$ cat src/rtl/assert_macros.svh
// ----------------------------------------------------------------------------
// assert_macros.svh
// assertion macros clocked on clk with asynchronous reset arst_n
// ----------------------------------------------------------------------------
`ifndef ASSERT_MACROS_SVH
`define ASSERT_MACROS_SVH
`ifndef SYNTH
`define ASSERT_IMPLY(lbl, ante, cons) \
	lbl: assert property (@(posedge clk) disable iff (!arst_n) (ante) |-> (cons)) \
		else $error("assertion failed");
`define ASSERT_NEXT(lbl, ante, cons) \
	lbl: assert property (@(posedge clk) disable iff (!arst_n) (ante) |=> (cons)) \
		else $error("assertion failed");
`else
`define ASSERT_IMPLY(lbl, ante, cons)
`define ASSERT_NEXT(lbl, ante, cons)
`endif
`endif

$ cat src/rtl/stt_pkg.sv
// ----------------------------------------------------------------------------
// stt_pkg
// shared sizes, codes and types of the software timer table
// ----------------------------------------------------------------------------
package stt_pkg;

	localparam int TIMER_SLOTS    = 8;
	localparam int CALLBACK_SLOTS = 64;
	localparam int MAX_RESULTS    = 8;

	localparam int OP_W    = 2;
	localparam int CB_W    = 6;
	localparam int DELAY_W = 31;
	localparam int CID_W   = 4;
	localparam int ID_W    = 4;
	localparam int TIME_W  = 32;

	localparam int SLOT_W = (TIMER_SLOTS > 1) ? $clog2(TIMER_SLOTS) : 1;
	localparam int NF_W   = $clog2(MAX_RESULTS + 1);

	localparam logic [8:0] CB_LIMIT = 9'(CALLBACK_SLOTS);

	localparam logic [OP_W-1:0] OP_SCHED = 2'd0;
	localparam logic [OP_W-1:0] OP_CLEAR = 2'd1;
	localparam logic [OP_W-1:0] OP_TICK  = 2'd2;

	typedef enum logic [1:0] {
		K_SCHED = 2'd0,
		K_FULL  = 2'd1,
		K_CLEAR = 2'd2,
		K_FIRED = 2'd3
	} kind_t;

	typedef struct packed {
		logic               periodic;
		logic [CB_W-1:0]    cb;
		logic [DELAY_W-1:0] period;
		logic [TIME_W-1:0]  due;
	} slot_rec_t;

	localparam int REC_W = $bits(slot_rec_t);

	typedef struct packed {
		logic            valid;
		kind_t           kind;
		logic [ID_W-1:0] id;
		logic [CB_W-1:0] cb;
		logic            last;
	} result_t;

	function automatic logic [ID_W-1:0] slot_to_id(input logic [SLOT_W-1:0] slot);
		logic [SLOT_W:0] s;
		s = {1'b0, slot} + 1'b1;
		return ID_W'(s);
	endfunction

endpackage

$ cat src/rtl/stt_ram.sv
// ----------------------------------------------------------------------------
// stt_ram
// simple dual port ram, one write and one registered read per cycle
// ----------------------------------------------------------------------------
module stt_ram #(
	parameter int DATA_W = 8,
	parameter int ADDR_W = 3
) (
	input  logic              clk,
	input  logic              wr_en,
	input  logic [ADDR_W-1:0] wr_addr,
	input  logic [DATA_W-1:0] wr_data,
	input  logic              rd_en,
	input  logic [ADDR_W-1:0] rd_addr,
	output logic [DATA_W-1:0] rd_data
);

	logic [DATA_W-1:0] mem [2**ADDR_W];

	always_ff @(posedge clk) begin
		if (wr_en) begin
			mem[wr_addr] <= wr_data;
		end
		if (rd_en) begin
			rd_data <= mem[rd_addr];
		end
	end

endmodule

$ cat src/rtl/stt_ctrl.sv
// ----------------------------------------------------------------------------
// stt_ctrl
// op decode, slot allocation and tick scan over the slot record memory
// ----------------------------------------------------------------------------
module stt_ctrl (
	input  logic                           clk,
	input  logic                           arst_n,
	input  logic                           in_valid,
	output logic                           in_ready,
	input  logic [stt_pkg::OP_W-1:0]       in_op,
	input  logic [stt_pkg::CB_W-1:0]       in_cb,
	input  logic [stt_pkg::DELAY_W-1:0]    in_delay,
	input  logic                           in_periodic,
	input  logic [stt_pkg::CID_W-1:0]      in_cid,
	input  logic                           out_free,
	output stt_pkg::result_t               push
);

	typedef enum logic [1:0] {
		ST_IDLE,
		ST_RD,
		ST_EV,
		ST_FLUSH
	} state_t;

	localparam logic [stt_pkg::SLOT_W-1:0] LAST_SLOT =
		stt_pkg::SLOT_W'(stt_pkg::TIMER_SLOTS - 1);

	state_t                              state_q;
	logic [stt_pkg::TIMER_SLOTS-1:0]     used_q;
	logic [stt_pkg::TIME_W-1:0]          now_q;
	logic [stt_pkg::SLOT_W-1:0]          slot_q;
	logic [stt_pkg::NF_W-1:0]            nfired_q;
	logic                                pend_valid_q;
	stt_pkg::kind_t                      pend_kind_q;
	logic [stt_pkg::ID_W-1:0]            pend_id_q;
	logic [stt_pkg::CB_W-1:0]            pend_cb_q;

	logic                                accept;
	logic [stt_pkg::SLOT_W:0]            free_res;
	logic                                free_found;
	logic [stt_pkg::SLOT_W-1:0]          free_slot;
	logic                                cb_reject;
	logic                                cid_ok;
	logic [stt_pkg::SLOT_W-1:0]          cid_slot;
	logic [stt_pkg::REC_W-1:0]           rd_data;
	stt_pkg::slot_rec_t                  ev_rec;
	logic [stt_pkg::TIME_W-1:0]          diff;
	logic                                due_hit;
	logic                                ev_stall;
	logic                                wr_en;
	logic [stt_pkg::SLOT_W-1:0]          wr_addr;
	stt_pkg::slot_rec_t                  wr_rec;
	logic                                rd_en;

	function automatic logic [stt_pkg::SLOT_W:0] find_free(
		input logic [stt_pkg::TIMER_SLOTS-1:0] used
	);
		logic [stt_pkg::SLOT_W:0] res;
		res = '0;
		for (int i = stt_pkg::TIMER_SLOTS - 1; i >= 0; i--) begin
			if (!used[i]) begin
				res = {1'b1, stt_pkg::SLOT_W'(i)};
			end
		end
		return res;
	endfunction

	assign in_ready   = (state_q == ST_IDLE);
	assign accept     = in_valid && in_ready;
	assign free_res   = find_free(used_q);
	assign free_found = free_res[stt_pkg::SLOT_W];
	assign free_slot  = free_res[stt_pkg::SLOT_W-1:0];
	assign cb_reject  = (9'(in_cb) >= stt_pkg::CB_LIMIT);
	assign cid_ok     = (in_cid != '0) && (32'(in_cid) <= stt_pkg::TIMER_SLOTS);
	assign cid_slot   = stt_pkg::SLOT_W'(in_cid - 1'b1);

	assign ev_rec   = stt_pkg::slot_rec_t'(rd_data);
	assign diff     = now_q - ev_rec.due;
	assign due_hit  = (state_q == ST_EV) && used_q[slot_q] && !diff[stt_pkg::TIME_W-1]
		&& (nfired_q < stt_pkg::NF_W'(stt_pkg::MAX_RESULTS));
	assign ev_stall = due_hit && pend_valid_q && !out_free;

	assign rd_en = (state_q == ST_RD) && used_q[slot_q];

	always_comb begin
		wr_en   = 1'b0;
		wr_addr = slot_q;
		wr_rec  = ev_rec;
		if (accept && (in_op == stt_pkg::OP_SCHED) && !cb_reject && free_found) begin
			wr_en           = 1'b1;
			wr_addr         = free_slot;
			wr_rec.periodic = in_periodic;
			wr_rec.cb       = in_cb;
			wr_rec.period   = in_delay;
			wr_rec.due      = now_q + {1'b0, in_delay};
		end else if (due_hit && !ev_stall && ev_rec.periodic) begin
			wr_en      = 1'b1;
			wr_rec.due = now_q + {1'b0, ev_rec.period};
		end
	end

	always_comb begin
		push.valid = 1'b0;
		push.kind  = pend_kind_q;
		push.id    = pend_id_q;
		push.cb    = pend_cb_q;
		push.last  = 1'b1;
		if (state_q == ST_FLUSH) begin
			push.valid = pend_valid_q && out_free;
		end else if (due_hit) begin
			push.valid = pend_valid_q && out_free;
			push.last  = 1'b0;
		end
	end

	stt_ram #(
		.DATA_W (stt_pkg::REC_W),
		.ADDR_W (stt_pkg::SLOT_W)
	) u_ram (
		.clk     (clk),
		.wr_en   (wr_en),
		.wr_addr (wr_addr),
		.wr_data (wr_rec),
		.rd_en   (rd_en),
		.rd_addr (slot_q),
		.rd_data (rd_data)
	);

	always_ff @(posedge clk or negedge arst_n) begin
		if (!arst_n) begin
			state_q      <= ST_IDLE;
			used_q       <= '0;
			now_q        <= '0;
			slot_q       <= '0;
			nfired_q     <= '0;
			pend_valid_q <= 1'b0;
			pend_kind_q  <= stt_pkg::K_SCHED;
			pend_id_q    <= '0;
			pend_cb_q    <= '0;
		end else begin
			unique case (state_q)
				ST_IDLE: begin
					if (accept) begin
						unique case (in_op)
							stt_pkg::OP_SCHED: begin
								pend_valid_q <= 1'b1;
								pend_cb_q    <= '0;
								if (cb_reject || !free_found) begin
									pend_kind_q <= stt_pkg::K_FULL;
									pend_id_q   <= '0;
								end else begin
									used_q[free_slot] <= 1'b1;
									pend_kind_q       <= stt_pkg::K_SCHED;
									pend_id_q         <= stt_pkg::slot_to_id(free_slot);
								end
								state_q <= ST_FLUSH;
							end
							stt_pkg::OP_CLEAR: begin
								if (cid_ok) begin
									used_q[cid_slot] <= 1'b0;
								end
								pend_valid_q <= 1'b1;
								pend_kind_q  <= stt_pkg::K_CLEAR;
								pend_id_q    <= '0;
								pend_cb_q    <= '0;
								state_q      <= ST_FLUSH;
							end
							stt_pkg::OP_TICK: begin
								now_q        <= now_q + 1'b1;
								slot_q       <= '0;
								nfired_q     <= '0;
								pend_valid_q <= 1'b0;
								state_q      <= ST_RD;
							end
							default: begin
								state_q <= ST_IDLE;
							end
						endcase
					end
				end
				ST_RD: begin
					if (used_q[slot_q]) begin
						state_q <= ST_EV;
					end else if (slot_q == LAST_SLOT) begin
						state_q <= ST_FLUSH;
					end else begin
						slot_q <= slot_q + 1'b1;
					end
				end
				ST_EV: begin
					if (!ev_stall) begin
						if (due_hit) begin
							if (!ev_rec.periodic) begin
								used_q[slot_q] <= 1'b0;
							end
							pend_valid_q <= 1'b1;
							pend_kind_q  <= stt_pkg::K_FIRED;
							pend_id_q    <= stt_pkg::slot_to_id(slot_q);
							pend_cb_q    <= ev_rec.cb;
							nfired_q     <= nfired_q + 1'b1;
						end
						if (slot_q == LAST_SLOT) begin
							state_q <= ST_FLUSH;
						end else begin
							slot_q  <= slot_q + 1'b1;
							state_q <= ST_RD;
						end
					end
				end
				ST_FLUSH: begin
					if (!pend_valid_q) begin
						state_q <= ST_IDLE;
					end else if (out_free) begin
						pend_valid_q <= 1'b0;
						state_q      <= ST_IDLE;
					end
				end
				default: begin
					state_q <= ST_IDLE;
				end
			endcase
		end
	end

endmodule

$ cat src/rtl/software_timer_table_unit.sv
// ----------------------------------------------------------------------------
// software_timer_table_unit
// table of one-shot and periodic millisecond timers with a stream interface
// ----------------------------------------------------------------------------
// A beat with op schedule, clear or tick is taken only while no earlier beat
// is still being worked on; the previous result may still sit in the output
// register. Schedule and clear give a single result, which goes from the
// pending register into the output register once that register has room.
// A tick scans every slot in turn and stalls while the master side keeps
// the output register full: each used slot costs one registered read of the
// slot record memory and one pass through the evaluate state, and the last
// fired result is held back until the scan ends so that it can carry tlast.
// The slot records need no clearing pass after reset; only the used flags are
// cleared.
module software_timer_table_unit (
	input  logic        clk,
	input  logic        arst_n,
	input  logic        s_tvalid,
	output logic        s_tready,
	input  logic [47:0] s_tdata,   // callback_index, delay_ms, periodic, clear_id
	input  logic [1:0]  s_tuser,   // op
	output logic        m_tvalid,
	input  logic        m_tready,
	output logic [15:0] m_tdata,   // timer_id, fired_callback
	output logic [1:0]  m_tuser,   // kind
	output logic        m_tlast
);

	`include "assert_macros.svh"

	stt_pkg::result_t push;
	stt_pkg::result_t out_q;
	logic             out_valid_q;
	logic             out_free;

	assign out_free = !out_valid_q || m_tready;

	stt_ctrl u_ctrl (
		.clk         (clk),
		.arst_n      (arst_n),
		.in_valid    (s_tvalid),
		.in_ready    (s_tready),
		.in_op       (s_tuser),
		.in_cb       (s_tdata[5:0]),
		.in_delay    (s_tdata[36:6]),
		.in_periodic (s_tdata[37]),
		.in_cid      (s_tdata[41:38]),
		.out_free    (out_free),
		.push        (push)
	);

	always_ff @(posedge clk or negedge arst_n) begin
		if (!arst_n) begin
			out_valid_q <= 1'b0;
		end else if (push.valid) begin
			out_valid_q <= 1'b1;
		end else if (m_tready) begin
			out_valid_q <= 1'b0;
		end
	end

	always_ff @(posedge clk) begin
		if (push.valid) begin
			out_q <= push;
		end
	end

	assign m_tvalid = out_valid_q;
	assign m_tdata  = {6'b0, out_q.cb, out_q.id};
	assign m_tuser  = out_q.kind;
	assign m_tlast  = out_q.last;

	`ASSERT_IMPLY(a_push_needs_room, push.valid, out_free)
	`ASSERT_IMPLY(a_idle_no_push, s_tready, !push.valid)
	`ASSERT_IMPLY(a_single_reply_last, push.valid && (push.kind != stt_pkg::K_FIRED), push.last)
	`ASSERT_NEXT(a_push_shows, push.valid, m_tvalid)

endmodule

$ cat config.mk
export PLATFORM = sky130hd
export DESIGN_NAME = software_timer_table_unit
export DESIGN_NICKNAME = d
export VERILOG_FILES = /design/src/rtl/stt_pkg.sv /design/src/rtl/stt_ram.sv /design/src/rtl/stt_ctrl.sv /design/src/rtl/software_timer_table_unit.sv
export VERILOG_INCLUDE_DIRS = /design/src /design/src/rtl
export SDC_FILE = /design/constraint.sdc
export NUM_CORES = 1
export LEC_CHECK = 0
export ABC_CLOCK_PERIOD_IN_PS = 11140
export BUFFER_PORTS_ARGS = -buffer_cell sky130_fd_sc_hd__buf_2
export CELL_PAD_IN_SITES_DETAIL_PLACEMENT = 2
export CELL_PAD_IN_SITES_GLOBAL_PLACEMENT = 2
export CORE_MARGIN = 3
export CORE_UTILIZATION = 45
export CTS_BUF_LIST = sky130_fd_sc_hd__clkbuf_16
export DETAILED_ROUTE_END_ITERATION = 7
export PLACE_DENSITY = 0.8
export SLEW_MARGIN = 15
export SYNTH_ARGS = -nofsm -noshare
export SYNTH_HDL_FRONTEND = slang
export SYNTH_SLANG_ARGS = --single-unit
export TNS_END_PERCENT = 30
$ cat constraint.sdc
create_clock -name clk -period 11.14 [get_ports clk]
set_clock_uncertainty 0.05 [all_clocks]
set_input_delay 0 -clock clk [delete_from_list [all_inputs] [get_ports clk]]
set_output_delay 0 -clock clk [all_outputs]
set_load 0.01 [all_outputs]
Yosys cells after proc, flatten, opt, wreduce, memory -nomap -nowiden
Memory sizes are Yosys's and may differ from the RTL's. A register that Yosys moved wholly into a read port is not among the register bits.
Index checks and enable logic that the tools add are counted.
{"block": "op_classes", "n_lt_le_gt_ge": 8, "n_addsub": 9, "bitwise_logic": 5, "reduce_logical": 37, "eq_ne": 19, "mux": 81}
{"cell": "adder 32 x 31 -> 32 bit", "count": 2}
{"cell": "2-to-1 mux 32 bit", "count": 2}
{"cell": "2-to-1 mux 4 bit", "count": 16}
{"cell": "2-to-1 mux 8 bit", "count": 6}
{"cell": "2-to-1 mux 38 bit", "count": 1}
{"cell": "adder 32 x 1 -> 32 bit, second input constant", "count": 1}
{"cell": "case mux 8 bit (2 select lines)", "count": 2}
{"cell": "subtractor 32 bit", "count": 1}
{"cell": "AND reduction 5 bit", "count": 5}
{"cell": "2-to-1 mux 6 bit", "count": 4}
{"cell": "case mux 4 bit (2 select lines)", "count": 3}
{"cell": "2-to-1 mux 2 bit", "count": 10}
{"cell": "2-to-1 mux 1 bit", "count": 19}
{"cell": "2-to-1 mux 3 bit", "count": 6}
{"cell": "bitwise AND 8 bit", "count": 2}
{"cell": "logical AND 1 bit", "count": 16}
{"cell": "inverter 8 bit", "count": 2}
{"cell": "!= test 3 bit, second input constant", "count": 5}
{"cell": "less-than comparator 3 x 4 -> 1 bit, second input constant", "count": 3}
{"cell": "!= test 2 bit, second input constant", "count": 6}
{"cell": "case mux 2 bit (2 select lines)", "count": 3}
{"cell": "case mux 6 bit (2 select lines)", "count": 1}
{"cell": "demux 1 bit (select 3 bit)", "count": 3}
{"cell": "greater-or-equal comparator 3 x 1 -> 1 bit, second input constant", "count": 3}
{"cell": "27 further kinds", "count": 37}
{"block": "totals", "ramBits": 560, "reg_bits": 76, "n_memories": 1, "wordCells": 174, "output_inout_bits": 21}
{"name": "u_ctrl.u_ram.mem", "depth": 8, "width": 70, "read_ports": 1, "rd_clocked_by_memory_dff": 1, "wr": 1, "line_no": "stt_ram.sv:18", "rtl": "logic [DATA_W-1:0] mem [2**ADDR_W];"}

Depth between registers and ports, before layout
{"block": "logic_depth", "ltp_word": 17, "depth_mapped": 13}

Cells and area by module
From an unflattened synthesis, not the netlist that was laid out.
{"block": "hier_totals", "cells_unflattened": 2049, "hier_area_um2": 31906.9}
{"module": "stt_ram", "area_each_um2": 23168.5, "cells_per_inst": 893, "instances": 1}
{"module": "stt_ctrl", "area_each_um2": 8251.7, "cells_per_inst": 1133, "instances": 1}
{"module": "software_timer_table_unit", "area_each_um2": 486.7, "cells_per_inst": 23, "instances": 1}

Least setup slack after synthesis
OpenSTA, ideal clock, no wires.
{"block": "synth_timing", "path_kind": "register -> register", "start": "reg u_ctrl.now_q[4] in the netlist's numbering", "end": "mem u_ctrl.u_ram.mem[2][0] in the netlist's numbering, enable pin", "path_buffers": 1, "stages_incl_launch_ff": 12, "setup_time_ps": 599, "synth_period_minus_slack_ps": 8073, "setup_slack_ps": 3067, "t_arrival_ps": 7424, "required_time_ps": 10491, "path_cell_list": "dfrtp_1 > ha_1 > a21o_1 > a211o_1 > a41oi_1 > o211ai_1 > a21oi_2 > xor2_1 > nor2_2 > buf_6 > a31oi_2 > nor3b_1"}
{"block": "synth_between", "elab_chain_len": 13}
{"item": "start: declaration", "line_no": "stt_ctrl.sv:31", "rtl": "logic [stt_pkg::TIME_W-1:0] now_q;"}
{"item": "start signal: assignment", "line_no": "stt_ctrl.sv:170", "rtl": "now_q <= now_q + 1'b1;"}
{"item": "subtractor 32 bit *", "line_no": "stt_ctrl.sv:79", "rtl": "assign diff = now_q - ev_rec.due;"}
{"item": "zero test 1 bit *", "line_no": "stt_ctrl.sv:80", "rtl": "assign due_hit = (state_q == ST_EV) && used_q[slot_q] && !diff[stt_pkg::TIME_W-1]"}
{"item": "logical AND 1 bit *", "line_no": "stt_ctrl.sv:80"}
{"item": "logical AND 1 bit *", "line_no": "stt_ctrl.sv:81", "rtl": "&& (nfired_q < stt_pkg::NF_W'(stt_pkg::MAX_RESULTS));"}
{"item": "logical AND 1 bit (2 in a row)", "line_no": "stt_ctrl.sv:82", "rtl": "assign ev_stall = due_hit && pend_valid_q && !out_free;"}
{"item": "zero test 1 bit", "line_no": "stt_ctrl.sv:97", "rtl": "end else if (due_hit && !ev_stall && ev_rec.periodic) begin"}
{"item": "logical AND 1 bit * (2 in a row)", "line_no": "stt_ctrl.sv:97"}
{"item": "2-to-1 mux 1 bit *", "line_no": "stt_ctrl.sv:97"}
{"item": "2-to-1 mux 1 bit *", "line_no": "stt_ctrl.sv:90", "rtl": "if (accept && (in_op == stt_pkg::OP_SCHED) && !cb_reject && free_found) begin"}
{"item": "2-to-1 mux 1 bit *", "line_no": "stt_ram.sv:21", "rtl": "if (wr_en) begin"}
{"item": "2-to-1 mux 1 bit (implied by the code) *", "line_no": "stt_ram.sv:22", "rtl": "mem[wr_addr] <= wr_data;"}
{"item": "end: declaration", "line_no": "stt_ram.sv:18"}
Mark *: on every way between the ends. The rest lies on a longest branch, timed or not.

Final worst setup path
{"block": "layout_timing", "start": "reg u_ctrl.slot_q[1] in the netlist's numbering", "end": "mem u_ctrl.u_ram.mem[3][67] in the netlist's numbering, enable pin"}
{"block": "layout_between", "elab_chain_len": 14, "word_cells_on_any_way": 15}
{"item": "start: declaration", "line_no": "stt_ctrl.sv:32", "rtl": "logic [stt_pkg::SLOT_W-1:0] slot_q;"}
{"item": "start signal: assignment", "line_no": "stt_ctrl.sv:188", "rtl": "slot_q <= slot_q + 1'b1;"}
{"item": "start signal: assignment", "line_no": "stt_ctrl.sv:206", "rtl": "slot_q <= slot_q + 1'b1;"}
{"item": "binary-select mux 1 bit (select 3 bit)", "line_no": "stt_ctrl.sv:80"}
{"item": "2-to-1 mux 1 bit (implied by the code)", "line_no": "stt_ctrl.sv:80"}
{"item": "logical AND 1 bit (2 in a row)", "line_no": "stt_ctrl.sv:80"}
{"item": "logical AND 1 bit", "line_no": "stt_ctrl.sv:81"}
{"item": "logical AND 1 bit (2 in a row)", "line_no": "stt_ctrl.sv:82"}
{"item": "zero test 1 bit", "line_no": "stt_ctrl.sv:97"}
{"item": "logical AND 1 bit (2 in a row)", "line_no": "stt_ctrl.sv:97"}
{"item": "2-to-1 mux 1 bit", "line_no": "stt_ctrl.sv:97"}
{"item": "2-to-1 mux 1 bit", "line_no": "stt_ctrl.sv:90"}
{"item": "2-to-1 mux 1 bit", "line_no": "stt_ram.sv:21"}
{"item": "2-to-1 mux 1 bit (implied by the code)", "line_no": "stt_ram.sv:22"}
Several ways; a longest one is shown, not always the timed one. The select of a mux whose other input is x is not followed.

==> metrics.md <==
| Metric | Value |
|---|---|
| Outcome | `completed` |
| Top cell type's share of synthesized area | `0.630` |
| Worst slew slack as a fraction of its limit | `0.255` |
| Clock root cell | `clkbuf_16` |
| FMAX | `between 150 and 200 MHz` |
| # hold bufs at CTS | `48` |
| 1st-iter DRT viols | `2962` |
| Vias per std cell | `slightly below 7` |
| Final #Nets | `between 2000 and 2500` |
| EDFF count, synth | `between 600 and 700` |
| LEAKAGE | `12.5 nW` |
| DR vias | `22231` |
| Worst path required time | `around 11 ns` |
| Clock latency on the worst-skew pair | `between 0.6 and 0.7 ns` |
| Worst-case reg-to-reg path depth | `11` |
| Peak supply drop | `0.000125 V` |
| RSZ-0062 raised after global routing | `no` |
| Dominant register cell in the synthesized netlist | `edfxtp_1` |
| Buf/Inv on CP | `3` |
| Critical path class | `register to register` |
| Crit path cell chain | `mux2i_1 > o21ai_0 > a221o_1 > nor3b_4 > nand3_1 > nor2_2 > buf_4 > a31oi_2 > nor3_4 > buf_4 > buf_4` |
| Crit-path max FO | `32` |
| Max Root-Sink Buffers | `3` |
| Reg2Reg Setup Slack | `4.55 ns` |
| Ys Warns | `0` |
| Yosys top cell by area | `edfxtp_1` |
| Detail Route Antenna Nets | `0` |
| Yosys cell types | `between 80 and 90` |
| Die area | `0.0713 sq mm` |
| Worst-margin pin slew | `between 1 and 1.5 ns` |
| Final worst path period share | `0.592` |
| Largest stage delay, worst path | `between 0.8 and 0.9 ns` |
| DRC violations left | `0` |
| Synthesized instance count | `approximately 2200` |
| Pre-CTS WS | `roughly 4.6 ns` |
| PD cells | `approximately 250 mW/mm^2` |
| FF+latch count, synth | `approximately 700` |
| Worst R2R Start | `u_ctrl.slot_q[1]$_DFFE_PN0P_` |
| Total grt overflow | `0` |
| Top Family by Delay on Critical Path | `simple AND/OR/NAND/NOR gates` |
| Synth area leaders | `edfxtp_1 (63%), a22oi_1 (6.9%), dfrtp_1 (5.1%), ha_1 (4.2%), nand2_1 (2.5%)` |
| Fillers | `roughly 6200` |
| Starting density of the core | `0.456` |
| Wire per inst | `around 37 microns` |
| Antenna diodes | `0` |
| Max_cap viols | `0` |
| Crit-path slowest cell | `nor3_4` |
| Clock sink count | `706` |
| Crit path DAT | `~6.8 ns` |
| Core area | `0.0673 sq mm` |
| Post-CTS Resized | `0` |
| Die W | `approximately 270 microns` |
| Syn avg cell area | `13.9 sq um` |
| WL final | `between 100000 and 150000 microns` |
| Clock slew seen by the registers of the worst setup and hold paths | `roughly 0.070 ns` |
| Most frequent CP cell | `buf_4` |
| Commonest non-fill, non-tap cell in the layout | `edfxtp_1` |
| First-pass GRT wire length | `about 180000 microns` |
| Setup TNS | `0 ns` |
| Area delta synth->final | `13.8%` |
| Routability cong. | `about 0.85` |
| CP Capture Type | `register` |
| Register area share after synthesis | `0.681` |
| Post-route minimum period | `approximately 6.6 ns` |
| Critical path launch point type | `register` |
| Slew Limit Fails | `0` |
| CTS buffer count | `76` |
| Setup violations, final | `0` |
| Vias in the first global route | `between 20000 and 25000` |
| Router iterations before antenna repair | `6` |
| Rows | `95` |
| Port bufs | `62` |
| CTS tree | `done` |
| FF-to-FF End | `u_ctrl.u_ram.mem[3][67]$_DFFE_PP_` |
| Final hold vios | `0` |
| Post-CTS setup buffers | `0` |
| H-tree depth | `3` |
| Asr flop ratio synth | `0.0892` |
| Final worst slack | `4.55 ns` |
| Die height | `between 200 and 300 microns` |
| GRT Overall Usage | `0.342` |
| Most frequent cells in the layout | `edfxtp_1 (643), a22oi_1 (283), nand2_1 (201), a21oi_1 (122), ha_1 (102)` |
| Dpl hpwl | `roughly 69000 microns` |
| Hold Path Class | `primary input to asynchronous set/reset pin` |
| Largest net degree at the start of global routing | `slightly below 60` |
| Synth Cell Area | `between 0.03 and 0.04 sq mm` |
| I/O Pins | `75` |
| Initial antenna violation count | `0` |
| Fraction of layout cells with a size suffix above 1 | `0.107` |
[cell usage after synthesis, types with 4 or more instances]
library cell / number
o21ai_0: 46
or3_1: 8
inv_1: 61
xnor2_1: 56
buf_2: 6
o21bai_1: 5
buf_4: 7
nor3b_1: 5
dfrtp_1: 63
clkbuf_1: 85
edfxtp_1: 643
a21o_1: 35
nor2_1: 69
nor3_1: 31
a41oi_1: 7
mux2_2: 6
and2_1: 11
mux2i_1: 14
buf_1: 5
nand2_1: 201
a31oi_1: 19
a211o_1: 5
a211oi_1: 7
a22oi_1: 283
nor2b_1: 13
o31ai_1: 8
nand3_1: 29
nand3b_1: 4
and4_1: 4
o211ai_1: 13
a22o_1: 10
nand4_1: 87
o21a_1: 9
o41ai_1: 5
and3_1: 14
nand2b_1: 12
a21oi_1: 122
ha_1: 102
xor2_1: 27
[metrics by stage]
stage               std cells  cell area (sq um)  utilization  hold WS [ns]  total power [mW]
CTS                      3269              34900        0.518        0.0611              8.61
detailed placement       3082              32000        0.476        -0.204              6.03
global placement         3082              32000        0.476        -0.212              5.73
global route             3270              34900        0.519         0.157              8.94
finish                   3270              34900        0.519         0.124              8.68
floorplan                2212              30700            -        -0.346              5.05
[where the power goes]
part | leakage, nW | internal [mW] | total, mW | switching (mW)
sequential | 6.65 | 3.57 | 3.81 | 0.241
clock | 1.22 | 1.33 | 2.47 | 1.14
combinational | 4.68 | 0.643 | 2.40 | 1.75
[per-layer routing]
| metal | vias up | GRT usage | share of wire |
|---|---|---|---|
| li1 | 8921 | - | - |
| met1 | 11651 | 0.423 | 0.38 |
| met2 | 1295 | 0.581 | 0.49 |
| met3 | 364 | 0.0582 | 0.074 |
| met4 | 0 | 0.172 | 0.051 |
| met5 | - | 0 | 0 |
[kinds of logic (layout without fill, tap and decap cells)]
| group | Yosys count | after routing | synth area share |
|---|---|---|---|
| flip-flops | 706 | 706 | 0.681 |
| adder cells (fa/ha/maj) | 104 | 104 | 0.0429 |
| AO/OA/AOI/OAI | 612 | 612 | 0.139 |
| XOR/XNOR | 84 | 84 | 0.0242 |
| multiplexers | 24 | 24 | 0.00837 |
| other | 1 | 6 | 0.000122 |
| AND/OR/NAND/NOR | 508 | 508 | 0.0814 |
| buffers and inverters | 168 | 353 | 0.0225 |
[worst register-to-register path, delay by kind of cell, from the launching register on]
kind	cells	cell delay [ns]
and+or+nand+nor	4	2.24
muxes	1	0.22
AOI/OAI and AO/OA	3	0.95
DFF	1	0.81
buffers and inverters	3	1.87
[worst max path at each step]
stage	start	end	cells past startpoint
after floorplan	u_ctrl.now_q[4]$_DFFE_PN0P_	u_ctrl.u_ram.mem[2][0]$_DFFE_PP_	11
after global placement	u_ctrl.now_q[18]$_DFFE_PN0P_	u_ctrl.u_ram.mem[3][36]$_DFFE_PP_	13
after detailed placement	u_ctrl.slot_q[0]$_DFFE_PN0P_	u_ctrl.u_ram.mem[3][35]$_DFFE_PP_	11
after CTS	u_ctrl.slot_q[0]$_DFFE_PN0P_	u_ctrl.u_ram.mem[3][68]$_DFFE_PP_	11
after global routing	u_ctrl.slot_q[1]$_DFFE_PN0P_	u_ctrl.u_ram.mem[3][32]$_DFFE_PP_	11
final	u_ctrl.slot_q[1]$_DFFE_PN0P_	u_ctrl.u_ram.mem[3][67]$_DFFE_PP_	11
[sequential cells by signal, indices dropped and copies added, names as in the netlist]
| signal | flops |
|---|---|
| u_ctrl.now_q | 32 |
| m_tuser | 2 |
| u_ctrl.nfired_q | 4 |
| m_tvalid | 1 |
| u_ctrl.used_q | 8 |
| u_ctrl.u_ram.mem | 560 |
| u_ctrl.pend_cb_q | 6 |
| u_ctrl.state_q | 2 |
| u_ctrl.u_ram.rd_data | 70 |
| u_ctrl.pend_kind_q | 2 |
| u_ctrl.slot_q | 3 |
| u_ctrl.pend_valid_q | 1 |
| m_tdata | 10 |
| u_ctrl.pend_id_q | 4 |
| m_tlast | 1 |
[area by class of cell]
class / count / area (sq um) / area share
inverter: 61 / 229 / 0.00656
tap: 873 / 1090 / 0.0313
timing repair buffer: 153 / 1130 / 0.0323
sequential: 706 / 20900 / 0.599
clock buffer: 80 / 2000 / 0.0574
multi-input combinational: 1338 / 9220 / 0.264
clock inverter: 59 / 335 / 0.00961
Power figures use the tool's default switching activity.
